<file path="src/hw/rtl/erdc_pkg.sv">
package erdc_pkg;

	localparam int START_W = 52;
	localparam int COUNT_W = 21;
	localparam int WORD_W = 64;
	localparam int BYTE_W = 63;
	localparam int LEN_W = 52;
	localparam int GB_W = 6;
	localparam int BPG_W = 32;
	localparam int BL_W = 5;
	localparam int CFG_DATA_W = 63;
	localparam int CFG_INDEX_W = 2;
	localparam int HI_START_BITS = 9;
	localparam int SPLIT_W = 26;
	localparam int PP_LO_W = SPLIT_W + BPG_W;
	localparam int PP_HI_W = WORD_W - SPLIT_W;

	localparam logic [BYTE_W-1:0] BYTE_MAX = {BYTE_W{1'b1}};

	typedef enum logic [CFG_INDEX_W-1:0] {
		CFG_GROUP_BLOCK_BITS = 2'd0,
		CFG_BLOCKS_PER_GROUP = 2'd1,
		CFG_BLOCK_SIZE_LOG   = 2'd2,
		CFG_VOLUME_BYTES     = 2'd3
	} cfg_index_t;

	typedef struct packed {
		logic [GB_W-1:0]   group_block_bits;
		logic [BPG_W-1:0]  blocks_per_group;
		logic [BL_W-1:0]   block_size_log;
		logic [BYTE_W-1:0] volume_bytes;
	} cfg_t;

	typedef struct packed {
		logic              valid;
		logic              keep;
		logic              last;
		logic [BYTE_W-1:0] offset;
		logic [LEN_W-1:0]  length;
	} extent_item_t;

	typedef struct packed {
		logic [BYTE_W-1:0] offset;
		logic [BYTE_W-1:0] length;
		logic              present;
		logic              eol;
	} result_t;

endpackage

</file>
<file path="src/hw/rtl/erdc_outq.sv">
module erdc_outq import erdc_pkg::*; (
	input  logic        clk,
	input  logic        arst_n,
	input  logic [1:0]  push_n,
	input  result_t     ent0,
	input  result_t     ent1,
	input  logic        pop,
	output result_t     head,
	output logic        nonempty,
	output logic        room
);

	localparam int DEPTH = 4;
	localparam int PTR_W = 2;

	result_t          mem [DEPTH];
	logic [PTR_W-1:0] wr_q;
	logic [PTR_W-1:0] rd_q;
	logic [PTR_W:0]   count_q;
	logic [PTR_W-1:0] wr_next;

	assign wr_next = wr_q + PTR_W'(1);

	always_ff @(posedge clk) begin
		if (push_n != 2'd0) begin
			mem[wr_q] <= ent0;
		end
		if (push_n == 2'd2) begin
			mem[wr_next] <= ent1;
		end
	end

	always_ff @(posedge clk or negedge arst_n) begin
		if (!arst_n) begin
			wr_q <= '0;
			rd_q <= '0;
			count_q <= '0;
		end else begin
			wr_q <= wr_q + PTR_W'(push_n);
			if (pop) begin
				rd_q <= rd_q + PTR_W'(1);
			end
			count_q <= count_q + (PTR_W+1)'(push_n) - (PTR_W+1)'(pop);
		end
	end

	assign head = mem[rd_q];
	assign nonempty = (count_q != '0);
	assign room = (count_q <= (PTR_W+1)'(DEPTH - 2));

endmodule

</file>
<file path="config.mk">
export PLATFORM = sky130hd
export DESIGN_NAME = erdc_outq
export DESIGN_NICKNAME = d
export VERILOG_FILES = /design/src/hw/rtl/erdc_pkg.sv /design/src/hw/rtl/erdc_outq.sv
export SDC_FILE = /design/constraint.sdc
export NUM_CORES = 1
export LEC_CHECK = 0
export BUFFER_PORTS_ARGS = -buffer_cell sky130_fd_sc_hd__buf_2
export CAP_MARGIN = 30
export CORE_AREA = 2 2 276 278
export DETAILED_ROUTE_END_ITERATION = 16
export DIE_AREA = 0 0 278 280
export PLACE_DENSITY = 0.64
export SYNTH_ARGS = -nofsm -noshare
export SYNTH_HDL_FRONTEND = slang
export SYNTH_SLANG_ARGS = --single-unit
export TNS_END_PERCENT = 1
</file>
<file path="constraint.sdc">
create_clock -name clk -period 12.2 [get_ports clk]
set_input_delay 0.61 -clock clk [delete_from_list [all_inputs] [get_ports clk]]
set_output_delay 0.61 -clock clk [all_outputs]
set_load 0.02 [all_outputs]
</file>
==> impl_metrics.yaml <==
drt:
  wire_per_inst_um: 23.5
  wl_met2_mm: 32.1
  routed-wl-met3_mm: 4.24
  vias: 13700
  wl_met1_mm: 25.9
  drt_iter0_markers: 720
  highest_layer: "met5"
  via_per_inst: 5.08
  drt-pass1-iter-count: 4
  drc: 0
  drtAntennaViolNets: 0
  wl_mm: 63.5
sta:
  setup_violations: 0
  final_hold_viol_count: 0
  period_share: 0.354
  slew_headroom: 0.268
  tightest_slew_ps: 1100
  period_minus_slack_ps: 4320
  drv_slew: 0
  rsz0062_at_grt: "no"
  skew_ps: 12.1
  fin_tns_setup_ps: 0
  fmax_mhz: 232
setup_path:
  start_kind: "flip-flop"
  cp.required_ps: 11590
  cp-end-kind: "output pin"
  path_delay_family: "buffers and inverters"
  worstSetupPathType: "flip-flop to output pin"
  arrival_ps: 3710
  cp_slowest_cell: "dfrtp_4"
  cp_max_fo: 35
  startpoint: "rd_q[0]"
  path_cells: "buf_4 -> buf_4 -> mux4_2 -> buf_2"
  cp_num_buf_inv: 3
  slowest_delay_ps: 890
  crit_top_cell: "buf_4"
  r2r-start: "wr_q[1]"
cts:
  cts_tree: "built"
  htreeDepth: 2
  postCtsSetupBuffers: 0
  cts-root-buf: "clkbuf_16"
  cts_buffers: 57
  clock_sinks: 519
  cts_buffer_depth: 3
  clkTransAtPathRegs_ps: 60
  clk_latency_ps: 600
synth:
  yosys.area.top_type: "edfxtp_1"
  synthArstFlopShare: 0.0135
  ys_types: 27
  ys_seq_area_frac: 0.597
  netlist_top_cells_count: "512 x edfxtp_1, 300 x mux2_2, 212 x mux2_4, 128 x mux4_2, 29 x buf_6"
  synth_warnings: 0
  ys_ff_latch: 519
  netlist_area_um2: 26100
  syn_inst: 1277
  post_synth.cell_area_avg_um2: 20.4
  synth_flop_cell: "edfxtp_1"
  synth_edf_count: 512
  syn_nets: 1543
  yosysMostFrequentCell: "edfxtp_1"
  synthDominantCellAreaShare: 0.590
  synthTopCellsByArea: "edfxtp_1 59%, mux2_2 13%, mux2_4 12%"
die:
  fp.dieArea_um2: 77800
  die_w_um: 278
  start_util: 0.347
  rows: 101
  io_pins: 391
  die_h_um: 280
  core_area_um2: 75200
grt:
  grt_first_pass_wirelength_mm: 94.6
  grt_pass1_vias: 15100
  grt_util_all_layers: 0.160
  globalRouteOverflowTotal: 0
  antenna_found_initial: 25
  grt_max_degree: 129
flow_run:
  max_cap_viol_count: 0
worst_hold_path:
  min_path_type: "input port to flip-flop"
  hp-start: "pop"
finish:
  drive_above_1_share: 0.669
  nFillCells: 6740
  finalNonFillerCells: 2697
  area_growth_pct: 17.7
  fin_nets: 1930
power:
  power_density_nw_per_um2: 237
  p_leak_nw: 11.1
  irDropWorstVdd_mv: 0.217
  p_total_mw: 7.27
run_status:
  status: "finished clean"
placement:
  place_inst: 2581
  gp_congestion: 0.724
  place_hpwl_mm: 37.0
  io_buffers: 390
-- repair_timing --
| action | 4_1_cts | 5_1_grt |
|---|---|---|
| endpoints found under the hold margin | 7 | 0 |
| gates resized for setup | 0 | 0 |
| hold buffers | 1 | 0 |
-- state kept, by name (all words and copies together), names as in the netlist --
signal and count:
count_q 3, mem 512, rd_q 2, wr_q 2
-- worst register-to-register path: stages (launching register included) --
cell and delay (ps):
dfrtp_1 610, and4bb_4 630, buf_4 560, buf_4 800
mux2_4 420
-- cells by family (layout without fill, tap and decap cells) --
group                    Yosys count  after routing  share of synthesized area
buffers and inverters             94            526                     0.0319
flip-flops                       519            519                      0.597
XOR/XNOR                           6              6                    0.00202
adder cells (fa/ha/maj)            5              5                    0.00269
AO/OA/AOI/OAI                      4              4                   0.000960
other                              0             10                          0
multiplexers                     641            641                      0.363
AND/OR/NAND/NOR                    8              8                    0.00317
-- through the flow --
step	hold slack, ps	setup WS (ps)	instance area, um^2	utilization
floorplan	314	1590	26100	-
global placement	458	8400	28700	0.381
detailed placement	464	8380	28800	0.383
CTS	194	7710	30600	0.407
global route	203	7540	30700	0.408
finish	245	7880	30700	0.408
-- power by group --
group,switching [mW],internal [mW]
sequential,0.180,2.66
clock,0.703,1.00
combinational,1.59,1.13
total,2.47,4.79
-- final timing paths --
path / end / slack (ps) / depth (start not counted)
max: head[58] / 7880 / 4
min: rd_q[0] / 250 / 2
max reg2reg: mem[3][45] / 8940 / 4
min reg2reg: count_q[2] / 640 / 2
max in group asynchronous: rd_q[1] / 11630 / 2
min in group asynchronous: count_q[1] / 380 / 2
-- routing by layer --
layer / GRT usage / vias to the layer above
li1: - / 6063
met5: 0 / -
met4: 0.0416 / 26
met1: 0.196 / 7141
met2: 0.277 / 363
met3: 0.0473 / 107
-- cells in the final DEF (no fill, tap or decap), drive strengths merged, types with 7 or more instances in the layout --
cell type / n
buf: 414
clkbuf: 74
clkinv: 23
dfrtp: 7
diode: 10
edfxtp: 512
inv: 8
mux2: 512
mux4: 128
-- final cells by class --
class | instances | area, um^2 | area share
diodes | 10 | 25.0 | 0.000816
clock buffers | 74 | 1560 | 0.0509
clock inverters | 30 | 275 | 0.00897
inverters | 7 | 26.3 | 0.000857
multi-input cells | 664 | 9720 | 0.317
flip-flops and latches | 519 | 15600 | 0.507
well taps | 978 | 1220 | 0.0399
repair buffers | 415 | 2280 | 0.0745
Note: power is estimated with default switching activity, not from simulation.
