File: src/hw/rtl/erdc_pkg.sv
package erdc_pkg;

	localparam int START_W = 52;
	localparam int COUNT_W = 21;
	localparam int WORD_W = 64;
	localparam int BYTE_W = 63;
	localparam int LEN_W = 52;
	localparam int GB_W = 6;
	localparam int BPG_W = 32;
	localparam int BL_W = 5;
	localparam int CFG_DATA_W = 63;
	localparam int CFG_INDEX_W = 2;
	localparam int HI_START_BITS = 9;
	localparam int SPLIT_W = 26;
	localparam int PP_LO_W = SPLIT_W + BPG_W;
	localparam int PP_HI_W = WORD_W - SPLIT_W;

	localparam logic [BYTE_W-1:0] BYTE_MAX = {BYTE_W{1'b1}};

	typedef enum logic [CFG_INDEX_W-1:0] {
		CFG_GROUP_BLOCK_BITS = 2'd0,
		CFG_BLOCKS_PER_GROUP = 2'd1,
		CFG_BLOCK_SIZE_LOG   = 2'd2,
		CFG_VOLUME_BYTES     = 2'd3
	} cfg_index_t;

	typedef struct packed {
		logic [GB_W-1:0]   group_block_bits;
		logic [BPG_W-1:0]  blocks_per_group;
		logic [BL_W-1:0]   block_size_log;
		logic [BYTE_W-1:0] volume_bytes;
	} cfg_t;

	typedef struct packed {
		logic              valid;
		logic              keep;
		logic              last;
		logic [BYTE_W-1:0] offset;
		logic [LEN_W-1:0]  length;
	} extent_item_t;

	typedef struct packed {
		logic [BYTE_W-1:0] offset;
		logic [BYTE_W-1:0] length;
		logic              present;
		logic              eol;
	} result_t;

endpackage

File: src/hw/rtl/erdc_offset.sv
module erdc_offset import erdc_pkg::*; (
	input  logic                clk,
	input  logic                arst_n,
	input  logic                adv,
	input  logic                accept,
	input  logic [WORD_W-1:0]   word0,
	input  logic [WORD_W-1:0]   word1,
	input  logic                last,
	input  cfg_t                cfg,
	output extent_item_t        item
);

	logic [START_W-1:0] start;
	logic [WORD_W-1:0]  inside_mask;

	logic               v_s1;
	logic [START_W-1:0] group_s1;
	logic [START_W-1:0] inside_s1;
	logic [COUNT_W-1:0] count_s1;
	logic               last_s1;

	logic               v_s2;
	logic [PP_LO_W-1:0] pp_lo_s2;
	logic [PP_HI_W-1:0] pp_hi_s2;
	logic [START_W-1:0] inside_s2;
	logic [COUNT_W-1:0] count_s2;
	logic               last_s2;

	logic [WORD_W-1:0]  base;
	logic [WORD_W-1:0]  off64;
	logic [LEN_W-1:0]   len;

	logic               v_s3;
	logic               keep_s3;
	logic               last_s3;
	logic [BYTE_W-1:0]  off_s3;
	logic [LEN_W-1:0]   len_s3;

	assign start = {word0[HI_START_BITS-1:0], word1[WORD_W-1:COUNT_W]};
	assign inside_mask = ~({WORD_W{1'b1}} << cfg.group_block_bits);

	always_ff @(posedge clk or negedge arst_n) begin
		if (!arst_n) begin
			v_s1 <= 1'b0;
			v_s2 <= 1'b0;
			v_s3 <= 1'b0;
		end else if (adv) begin
			v_s1 <= accept;
			v_s2 <= v_s1;
			v_s3 <= v_s2;
		end
	end

	always_ff @(posedge clk) begin
		if (adv) begin
			group_s1 <= start >> cfg.group_block_bits;
			inside_s1 <= start & inside_mask[START_W-1:0];
			count_s1 <= word1[COUNT_W-1:0];
			last_s1 <= last;
		end
	end

	always_ff @(posedge clk) begin
		if (adv) begin
			pp_lo_s2 <= PP_LO_W'(group_s1[SPLIT_W-1:0]) * PP_LO_W'(cfg.blocks_per_group);
			pp_hi_s2 <= PP_HI_W'(group_s1[START_W-1:SPLIT_W]) * PP_HI_W'(cfg.blocks_per_group);
			inside_s2 <= inside_s1;
			count_s2 <= count_s1;
			last_s2 <= last_s1;
		end
	end

	assign base = WORD_W'(pp_lo_s2) + {pp_hi_s2, {SPLIT_W{1'b0}}} + WORD_W'(inside_s2);
	assign off64 = base << cfg.block_size_log;
	assign len = LEN_W'(count_s2) << cfg.block_size_log;

	always_ff @(posedge clk) begin
		if (adv) begin
			off_s3 <= off64[BYTE_W-1:0];
			len_s3 <= len;
			keep_s3 <= (count_s2 != '0) && !off64[WORD_W-1]
				&& (off64[BYTE_W-1:0] < cfg.volume_bytes);
			last_s3 <= last_s2;
		end
	end

	assign item = '{valid: v_s3, keep: keep_s3, last: last_s3,
		offset: off_s3, length: len_s3};

endmodule

File: config.mk
export PLATFORM = sky130hd
export DESIGN_NAME = erdc_offset
export DESIGN_NICKNAME = d
export VERILOG_FILES = /design/src/hw/rtl/erdc_pkg.sv /design/src/hw/rtl/erdc_offset.sv
export SDC_FILE = /design/constraint.sdc
export NUM_CORES = 2
export LEC_CHECK = 0
export ABC_AREA = 1
export BUFFER_PORTS_ARGS = -buffer_cell sky130_fd_sc_hd__buf_2
export CAP_MARGIN = 10
export CORE_ASPECT_RATIO = 1.2
export CORE_MARGIN = 2
export CORE_UTILIZATION = 38
export DETAILED_ROUTE_END_ITERATION = 7
export PLACE_DENSITY = 0.59
export SKIP_CTS_REPAIR_TIMING = 1
export SLEW_MARGIN = 20
export SYNTH_ARGS = -nofsm -noshare
export SYNTH_HDL_FRONTEND = slang
export SYNTH_SLANG_ARGS = --single-unit
File: constraint.sdc
create_clock -name clk -period 6.2 [get_ports clk]
set_input_delay 0.62 -clock clk [delete_from_list [all_inputs] [get_ports clk]]
set_output_delay 0.62 -clock clk [all_outputs]
set_load 0.005 [all_outputs]
==> impl_metrics.tcl <==
set metrics [dict create \
    die_x_um 413.7 \
    finalWirelength_um 267000 \
    maxSlewViolCount 0 \
    cts_buffer_depth 3 \
    htreeDepth 2 \
    num_rows 180 \
    setup_slack_ns -0.4013 \
    grt_max_degree 144 \
    post-place-ws_ns -0.9734 \
    avgViaCountPerCell 4.954 \
    clock-sinks 416 \
    yosysUniqueCellTypes 59 \
    tightest_slew_ns 1.053 \
    rsz0062_at_grt "true" \
    ios 357 \
    maxCapViolCount 0 \
    min_period_ns 6.601 \
    async_reset_ff_share_pct 0.7212 \
    startpoint_type "flip-flop" \
    io_buffer_count 301 \
    crit_type "flip-flop to flip-flop" \
    core_um2 200400 \
    place.detailed.hpwl_um 223700 \
    synth_flop_cell "edfxtp_1" \
    fillCellCount 19821 \
    grt_first_pass_wirelength_um 398700 \
    yosys.area_share.simple_pct 20.24 \
    multiInputGateArea_um2 54480 \
    syn_inst 9847 \
    wl_per_cell_um 20.13 \
    finalNetCount 12538 \
    clk_latency_ns 0.64 \
    synth_compound_area_share_pct 4.964 \
    synth_edf_count 413 \
    worstPathMaxFanout 8 \
    finalSetupViolations 49 \
    track_usage_pct 25.58 \
    syn_avg_cell_area_um2 7.774 \
    slew-limit-headroom_pct 29.72 \
    antenna_left 0 \
    syn_to_final_growth_pct 19.06 \
    cp-end-kind "flip-flop" \
    layout_commonest_cell "nand2_1" \
    final_util_pct 45.47 \
    ys_ff_latch 416 \
    cts-root-buf "clkbuf_16" \
    synthMuxAreaShare_pct 0.6947 \
    drc_errors 0 \
    drt_iter0_markers 4657 \
    required_ns 6.55 \
    yosys_warnings 0 \
    detail_route.first_pass.iterations 8 \
    yosys.area_share.adder_pct 40.95 \
    crit_family "adder cells" \
    cpMaxStageDelayCell "fa_2" \
    critPathMaxStageDelay_ns 0.59 \
    crit_top_cell "fa_1" \
    fin_crit_sh_pct 106.5 \
    grt_overflow 0 \
    status "finished with violations" \
    path_clk_slew_ns 0.07 \
    die_height_um 495.7 \
    finalClockSkew_ns 0.04274 \
    synth_area_um2 76550 \
    cp.arrival_ns 6.95 \
    hold_viol 0 \
    min_path_type "primary input to flip-flop" \
    dpl_cell_area_um2 87060 \
    holdWs_ns 0.1817 \
    antenna_found_initial 20 \
    layout.area.seq_um2 12480 \
    synthXorXnorAreaFrac_pct 1.716 \
    initial_core_util_pct 38.19 \
    mostFrequentLayoutCells "nand2_1, inv_1, fa_1, buf_4, nand3_1" \
    synth_nets 11825 \
    fmax_ghz 0.1515 \
    design_area_um2 91130 \
    layout-drive-gt1-share_pct 16.32 \
    violations "setup timing" \
    critPathBufInv 7 \
    synth_top_family_by_area "adder cells" \
    vias 65704 \
    die_area_um2 205100 \
    cts_inserted_buffers 46 \
    gp_congestion 0.9848 \
    cts_tree "built" \
    grt_pass1_vias 68912 \
    yosysSeqAreaShare_pct 16.30 \
]
[registers in the layout (all words and copies together) (netlist names), 21 cells and up]
| name | flops |
|---|---|
| count_s1 | 21 |
| count_s2 | 21 |
| group_s1 | 52 |
| inside_s1 | 52 |
| inside_s2 | 52 |
| len_s3 | 52 |
| off_s3 | 63 |
| pp_hi_s2 | 38 |
| pp_lo_s2 | 58 |
[cell families (layout without fill, tap and decap cells)]
| group | after synthesis | after routing |
|---|---|---|
| simple gates | 3747 | 3747 |
| buf+inv | 3061 | 3812 |
| fa+ha+maj | 1739 | 1739 |
| compound gates | 681 | 681 |
| flops | 416 | 416 |
| xor+xnor | 150 | 150 |
| mux | 53 | 53 |
| other cells | 0 | 26 |
[through the flow]
step | cells | setup TNS, ns
after floorplan | 9847 | -0.2558
after global placement | 13095 | -47.89
after detailed placement | 13095 | -50.18
after CTS | 13181 | -16.59
after global routing | 13258 | -19.22
final | 13263 | -9.064
[layout make-up]
class                   instances  share of cell area, %
clock buffers                  52                  1.311
repair buffers               1126                  10.34
inverters                    2600                  10.71
diodes                         26                0.07139
flip-flops and latches        416                  13.69
well taps                    2639                  3.623
clock inverters                34                 0.4737
multi-input cells            6370                  59.78
[metal layers]
layer	vias up	share of wire, %	routed length, um	global-route usage (%)
met2	2192	51	136000	47.16
met5	-	0.025	66	0
met1	32290	37	99430	29.22
li1	30570	-	-	-
met3	642	5.2	14010	2.438
met4	10	6.5	17450	13.08
[worst paths after layout]
check | start | to | slack [ns] | depth (start not counted)
hold / removal | word1[6] | count_s1[6] | 0.18 | 1
hold reg to reg | count_s1[1] | count_s2[1] | 0.41 | 0
max in group asynchronous | arst_n | v_s3 | 5.76 | 2
setup / recovery | group_s1[11] | pp_lo_s2[51] | -0.40 | 25
min in group asynchronous | arst_n | v_s2 | 0.33 | 2
setup reg to reg | group_s1[11] | pp_lo_s2[51] | -0.40 | 25
[cells in the mapped netlist (33+ instances only)]
cell type | number | area share, %
nand2_1 | 2704 | 13
inv_1 | 2581 | 13
fa_1 | 1277 | 33
nand3_1 | 522 | 3.4
ha_1 | 462 | 7.6
edfxtp_1 | 413 | 16
clkbuf_1 | 339 | 1.7
o21ai_0 | 312 | 2.0
nor2_1 | 280 | 1.4
a21oi_1 | 190 | 1.2
xor2_1 | 93 | 1.1
buf_2 | 61 | 0.40
xnor2_1 | 57 | 0.65
buf_1 | 56 | 0.27
mux2i_1 | 52 | 0.68
nor3_1 | 44 | 0.29
nand4_1 | 37 | 0.30
nand3_2 | 33 | 0.43
Power is left out: the tool's default activity adds up to more than one toggle a clock period on the data nets, which glitch-free logic cannot reach.
